[src/rtl/core/assert_macros.svh]
// assertion helpers
`ifndef ASSERT_MACROS_SVH
`define ASSERT_MACROS_SVH
`define ASSERT_IMPL(label, clk, rst_n, a, c) \
    label: assert property (@(posedge clk) disable iff (!rst_n) (a) |-> (c)) \
        else $error("assertion failed");
`define ASSERT_NEXT(label, clk, rst_n, a, c) \
    label: assert property (@(posedge clk) disable iff (!rst_n) (a) |=> (c)) \
        else $error("assertion failed");
`endif

[src/rtl/core/c8x_pkg.sv]
package c8x_pkg;
    localparam int MEMORY_BYTES_DEF = 4096;
    localparam int STACK_ENTRIES_DEF = 16;
    localparam int FONT_SPRITE_BYTES_DEF = 5;
    localparam logic [1:0] ST_OK = 2'd0;
    localparam logic [1:0] ST_UNIMPL = 2'd1;
    localparam logic [1:0] ST_STACK = 2'd2;
    localparam logic REG_FONT_START = 1'b0;
    localparam logic REG_PROGRAM_START = 1'b1;

    typedef enum logic [7:0] {
        S_IDLE  = 8'b0000_0001,
        S_FETCH = 8'b0000_0010,
        S_WAIT  = 8'b0000_0100,
        S_EXEC  = 8'b0000_1000,
        S_BLOCK = 8'b0001_0000,
        S_BLKW  = 8'b0010_0000,
        S_BCD   = 8'b0100_0000,
        S_DONE  = 8'b1000_0000
    } state_t;

    // commands from controller to datapath
    typedef struct packed {
        logic load;      // write a load byte
        logic fetch_hi;  // latch byte at pc, read byte at pc+1
        logic fetch_lo;  // latch byte at pc+1
        logic exec;      // run the decoded instruction
        logic blk_step;  // one block store/load step
        logic blk_last;  // apply a block load read
        logic bcd_step;  // write one bcd digit
        logic start_blk; // clear step count
    } cmd_t;

    typedef struct packed {
        logic is_block;  // Fx55 or Fx65
        logic is_bcd;
        logic blk_done;
        logic bcd_done;
    } stat_t;
endpackage

[src/rtl/core/c8x_ctrl.sv]
`include "assert_macros.svh"
module c8x_ctrl
(
    input  logic           clk,
    input  logic           rst_n,
    input  logic           in_fire,
    input  logic           in_cmd,
    input  logic           out_busy,
    input  c8x_pkg::stat_t st,
    output c8x_pkg::cmd_t  cmd,
    output logic           idle,
    output logic           done
);
    c8x_pkg::state_t state_reg, state_next;

    always_ff @(posedge clk or negedge rst_n)
    begin
        if (!rst_n)
            state_reg <= c8x_pkg::S_IDLE;
        else
            state_reg <= state_next;
    end

    always_comb
    begin
        state_next = state_reg;
        cmd = '0;
        unique case (state_reg)
            c8x_pkg::S_IDLE:
            begin
                if (in_fire)
                begin
                    if (in_cmd)
                    begin
                        cmd.load = 1'b1;
                        state_next = c8x_pkg::S_DONE;
                    end
                    else
                        state_next = c8x_pkg::S_FETCH;
                end
            end
            c8x_pkg::S_FETCH:
            begin
                cmd.fetch_hi = 1'b1;
                state_next = c8x_pkg::S_WAIT;
            end
            c8x_pkg::S_WAIT:
            begin
                cmd.fetch_lo = 1'b1;
                state_next = c8x_pkg::S_EXEC;
            end
            c8x_pkg::S_EXEC:
            begin
                cmd.start_blk = 1'b1;
                if (st.is_block)
                    state_next = c8x_pkg::S_BLOCK;
                else if (st.is_bcd)
                    state_next = c8x_pkg::S_BCD;
                else
                begin
                    cmd.exec = 1'b1;
                    state_next = c8x_pkg::S_DONE;
                end
            end
            c8x_pkg::S_BLOCK:
            begin
                cmd.blk_step = 1'b1;
                state_next = c8x_pkg::S_BLKW;
            end
            c8x_pkg::S_BLKW:
            begin
                cmd.blk_last = 1'b1;
                if (st.blk_done)
                begin
                    cmd.exec = 1'b1;
                    state_next = c8x_pkg::S_DONE;
                end
                else
                    state_next = c8x_pkg::S_BLOCK;
            end
            c8x_pkg::S_BCD:
            begin
                cmd.bcd_step = 1'b1;
                if (st.bcd_done)
                begin
                    cmd.exec = 1'b1;
                    state_next = c8x_pkg::S_DONE;
                end
            end
            c8x_pkg::S_DONE:
            begin
                if (!out_busy)
                    state_next = c8x_pkg::S_IDLE;
            end
            default: state_next = c8x_pkg::S_IDLE;
        endcase
    end

    assign idle = state_reg == c8x_pkg::S_IDLE;
    assign done = state_reg == c8x_pkg::S_DONE;

    `ASSERT_NEXT(a_fetch_seq, clk, rst_n, state_reg == c8x_pkg::S_FETCH,
        state_reg == c8x_pkg::S_WAIT)
    `ASSERT_IMPL(a_exec_once, clk, rst_n, cmd.exec, !cmd.load && !cmd.fetch_hi)
    `ASSERT_IMPL(a_idle_fire, clk, rst_n, in_fire, idle)
endmodule

[config.mk]
export PLATFORM = sky130hd
export DESIGN_NAME = c8x_ctrl
export DESIGN_NICKNAME = d
export VERILOG_FILES = /design/src/rtl/core/c8x_pkg.sv /design/src/rtl/core/c8x_ctrl.sv
export VERILOG_INCLUDE_DIRS = /design/src /design/src/rtl/core
export SDC_FILE = /design/constraint.sdc
export NUM_CORES = 1
export LEC_CHECK = 0
export BUFFER_PORTS_ARGS = -buffer_cell sky130_fd_sc_hd__buf_4
export CORE_MARGIN = 3
export CORE_UTILIZATION = 40
export CTS_CLUSTER_SIZE = 10
export DETAILED_ROUTE_END_ITERATION = 16
export PLACE_DENSITY = 0.65
export SETUP_SLACK_MARGIN = 0.4
export SYNTH_ARGS = -nofsm -noshare
export SYNTH_HDL_FRONTEND = slang
export SYNTH_SLANG_ARGS = --single-unit
[constraint.sdc]
create_clock -name clk -period 3.55 [get_ports clk]
set_clock_uncertainty 0.15 [all_clocks]
set_input_delay 0.355 -clock clk [delete_from_list [all_inputs] [get_ports clk]]
set_output_delay 0.355 -clock clk [all_outputs]
set_load 0.005 [all_outputs]
Word level (Yosys, flattened, before mapping). Index checks and enable logic that the tools add are counted.

Output and inout port bits: 10. Bits in registers: 8. Word-level logic and storage cells: 35.

Reduce and logical (&&, ||, !) cells: 1. Muxes and demuxes: 22. Eq/ne operators: 11.

Operators with widths (number): $pmux W8 S8 (1); $mux W8 (7); $mux W1 (13); $eq A8 B1 Y1 const B (1); $eq A8 B2 Y1 const B (1); $eq A8 B3 Y1 const B (1); $eq A8 B4 Y1 const B (1); $eq A8 B5 Y1 const B (1); $eq A8 B6 Y1 const B (1); $eq A8 B7 Y1 const B (1); $eq A8 B8 Y1 const B (1); $ne A2 B2 Y1 const B (3); $pmux W1 S3 (1); $reduce_and A3 Y1 (1).

Depth between registers and ports, before layout.
Word-level depth: 3. Gate-level depth with buffers: 6. Depth with buffers taken out: 5.

Worst setup path after synthesis. Ideal clock, no wire load.

Path kind: register to output. Start point: register state_reg[6]. End point: output port cmd[7] (netlist name). Arrival time: 1307 ps. Required time: 3045 ps. Setup slack: 1738 ps. Cell stages (with the launch flop): 6. Cells stage by stage: dfrtp_1 -> buf_6 -> nor4_4 -> and4b_1 -> buf_6 -> and3_1.

RTL lines: start, declared (line c8x_ctrl.sv:14) `c8x_pkg::state_t state_reg, state_next;`; start signal, assigned (line c8x_ctrl.sv:19) `state_reg <= c8x_pkg::S_IDLE;`; start signal, assigned (line c8x_ctrl.sv:21) `state_reg <= state_next;`; end, declared (line c8x_ctrl.sv:10) `output c8x_pkg::cmd_t cmd,`.

==> metrics.md <==
| Metric | Value |
|---|---|
| Antenna diodes | `0` |
| CTS Buffer Depth | `2` |
| CP cell instances | `nor4_4, and4b_1, and3_1, buf_4` |
| Crit start category | `flop` |
| GP Congestion | `between 0.7 and 0.8` |
| Min cycle time layout | `2338 ps` |
| CTS sink cnt | `8` |
| Final setup fails | `0` |
| Die height | `about 44 um` |
| Max incr delay on CP | `500 ps` |
| Post-synthesis adder-cell area fraction | `0` |
| Drt first pass iters | `2` |
| CTS H-tree lvls | `1` |
| Worst Setup SP | `state_reg[6]` |
| Fill count | `between 100 and 150` |
| Reported net switching power | `about 140 uW` |
| Combinational family with the most area after synthesis | `simple AND/OR/NAND/NOR gates` |
| Worst Setup End Kind | `output port` |
| Final wirelength | `~1300 um` |
| Fin. max-slew vios | `0` |
| Total Routing Usage GR | `0.1548` |
| Post-synth EDFFs | `0` |
| Mean area per synthesized cell | `9.738 sq um` |
| Area occupied by multi-input gates | `around 350 sq um` |
| Worst Setup EP | `cmd[7]` |
| Core area | `0.001334 sq mm` |
| Layout cells sized above 1 | `0.4321` |
| Critical Path Fanout Max | `8` |
| Seq cells post-synth | `8` |
| Largest register FFs | `8` |
| Die area | `just under 0.002 sq mm` |
| Crit-path slowest cell | `dfrtp_1` |
| Pre-CTS setup slack | `between 1000 and 1500 ps` |
| Die width | `44.22 um` |
| Largest net degree at the start of global routing | `9` |
| Port Buffer Count | `18` |
| Number of global-route vias before repair | `about 530` |
| Multiplexer share of the synthesized area | `0` |
| Critical Path AT | `1830 ps` |
| Post-CTS Repair Setup Buffers | `0` |
| Clock Tree Root | `clkbuf_4` |
| Cells after Synth | `60` |
| Critical path type | `reg -> out` |
| Top area cells in the synthesized netlist | `dfrtp_1 30%, dfstp_2 4.5%, and4b_2 3.9%, buf_6 3.9%, nand2_1 3.9%` |
| Share of the synthesized area in the top cell type | `0.2998` |
| Per-cell routed wire length | `about 14 um` |
| Routed vias/inst | `approximately 5.6` |
| PwrDens | `just over 500 mW/mm^2` |
| Mapped Area | `between 500 and 600 sq um` |
| Prevailing post-synth register cell | `dfrtp_1` |
| Reg2Reg Depth | `4` |
| Final Non-Filler Cells | `96` |
| Cts bufs inserted | `3` |
| Clock power share | `0.190` |
| RSZ-0062 raised after global routing | `false` |
| Count leader, synth | `dfrtp_1` |
| Reg2Reg Setup Slack | `about 1700 ps` |
| Fin crit share | `0.6587` |
| Fin Setup TNS | `0 ps` |
| Top post-synthesis cells by count | `7 x dfrtp_1, 6 x nand2_1, 6 x nor2_1` |
| Combinational Power Share | `0.444` |
| Initial antenna violation count | `0` |
| Area after DPL | `715.7 sq um` |
| Synth Area in XOR/XNOR | `0.01499` |
| Skew-Pair Late Insertion Delay | `about 250 ps` |
| First-pass GRT wire length | `between 2000 and 2500 um` |
| Outcome | `completed` |
| Synth area leader | `dfrtp_1` |
| CTS tree | `built` |
| Drc violations | `0` |
| Slew headroom | `0.6757` |
| Routed Antenna Nets | `0` |
| FP Rows | `13` |
| Initial DRC count | `4` |
| Async set-reset flop share out of synthesis | `1.000` |
| Seq pwr share | `0.366` |
| Final worst slack | `1212 ps` |
| Critical R2R Capture | `state_reg[7]` |
| Maxcap violations | `0` |
| Total global routing overflow | `0` |
| Clock-pin slew of the registers on the worst-case setup and hold paths | `roughly 50 ps` |
| Design area | `approximately 750 sq um` |
| Syn_nets | `between 60 and 70` |
| Leakage power total | `around 0.00038 uW` |
| Internal Pwr Total | `241.0 uW` |
| Initial core utilization | `0.4381` |
| Reg area | `slightly above 200 sq um` |
| Placed Cells | `91` |
| Switching Fraction | `0.3732` |
| Final hold slack | `around 130 ps` |
| Post-Synth Simple-Gate Area | `0.3876` |
| Vias | `~540` |
| Post-DP HPWL | `1086 um` |
| Ys Warns | `0` |
| Final hold violations | `0` |
| Max VDD drop | `roughly 280 uV` |
| Synth Area in Compound Gates | `0.1884` |
| Yosys cell types | `33` |
| # nets final | `around 90` |
| Worst Hold Class | `in -> reg` |
| IO Count | `19` |
| Max Clk Rate | `approximately 430 MHz` |
| FF-to-FF Start | `state_reg[6]` |
| Sequential-to-total area share from yosys stat | `0.3448` |
| CP required | `roughly 3000 ps` |
| Area Overhead vs Synth | `28.69%` |
| Slew @ Worst Pin | `just under 500 ps` |
==> layer usage <==
layer | share of wire | up-vias | global-route usage
met5 | 0 | - | 0
met1 | 0.46 | 254 | 0.2010
li1 | - | 267 | -
met3 | 0.039 | 0 | 0.01220
met2 | 0.50 | 16 | 0.2500
met4 | 0 | 0 | 0.09036
==> cell type report <==
cell class / count / share of cell area
well taps: 15 / 0.02496
repair buffers: 19 / 0.1930
multi-input cells: 46 / 0.4592
inverters: 4 / 0.01997
clock buffers: 4 / 0.03494
flip-flops and latches: 8 / 0.2679
==> per-stage QoR <==
step                      utilization  total power [uW]
after global placement         0.5366             312.7
after global routing           0.5638             417.5
after detailed placement       0.5366             314.1
final                          0.5638             384.5
after CTS                      0.5638             390.1
after floorplan                     -             271.4
==> what timing repair did <==
action | in CTS | in global routing
endpoints found under the hold margin | 8 | 0
hold buffers | 1 | 0
endpoints found under the setup margin | 0 | 0
gates resized for setup | 0 | 0
==> power by group through the flow <==
stage          Sequential [uW]  Combinational (uW)  Clock, uW
2_1_floorplan              135                 136          0
4_1_cts                    140                 174       76.1
3_3_place_gp               141                 171          0
3_5_place_dp               142                 172          0
5_1_grt                    145                 190       82.0
6_report                   141                 171       72.9
==> worst min-delay path by stage <==
stage | depth (start not counted) | slack [ps] | startpoint | to
after floorplan | 0 | -90 | rst_n | state_reg[1]
after global placement | 1 | 30 | rst_n | state_reg[2]
after detailed placement | 1 | 30 | rst_n | state_reg[7]
after CTS | 2 | 120 | in_cmd | state_reg[1]
after global routing | 2 | 130 | in_cmd | state_reg[1]
final | 2 | 130 | in_cmd | state_reg[1]
==> worst max-delay path: cells and delay by family (launching register included) <==
| kind | cells | cell delay (ps) |
|---|---|---|
| and+or+nand+nor | 3 | 980 |
| buffers and inverters | 1 | 100 |
| DFF | 1 | 500 |
==> cells in the final DEF, fill, tap and decap left out, drive strengths merged <==
| cell | n |
|---|---|
| a211o | 2 |
| a21o | 1 |
| a21oi | 1 |
| a221oi | 2 |
| a22o | 1 |
| a22oi | 1 |
| and2 | 1 |
| and3 | 3 |
| and4b | 3 |
| buf | 18 |
| clkbuf | 4 |
| dfrtp | 7 |
| dfstp | 1 |
| dlygate4sd3 | 1 |
| inv | 4 |
| nand2 | 7 |
| nand2b | 1 |
| nand3 | 1 |
| nor2 | 7 |
| nor2b | 2 |
| nor3b | 3 |
| nor4 | 2 |
| nor4b | 1 |
| o21ai | 2 |
| o22ai | 1 |
| o32ai | 2 |
| or2b | 1 |
| xor2 | 1 |
==> cell families (layout without fill, tap and decap cells) <==
group	Yosys count	in the layout
AND/OR/NAND/NOR	32	32
AO/OA/AOI/OAI	13	13
buffers and inverters	6	27
XOR/XNOR	1	1
flip-flops	8	8
Power figures use the tool's default switching activity.
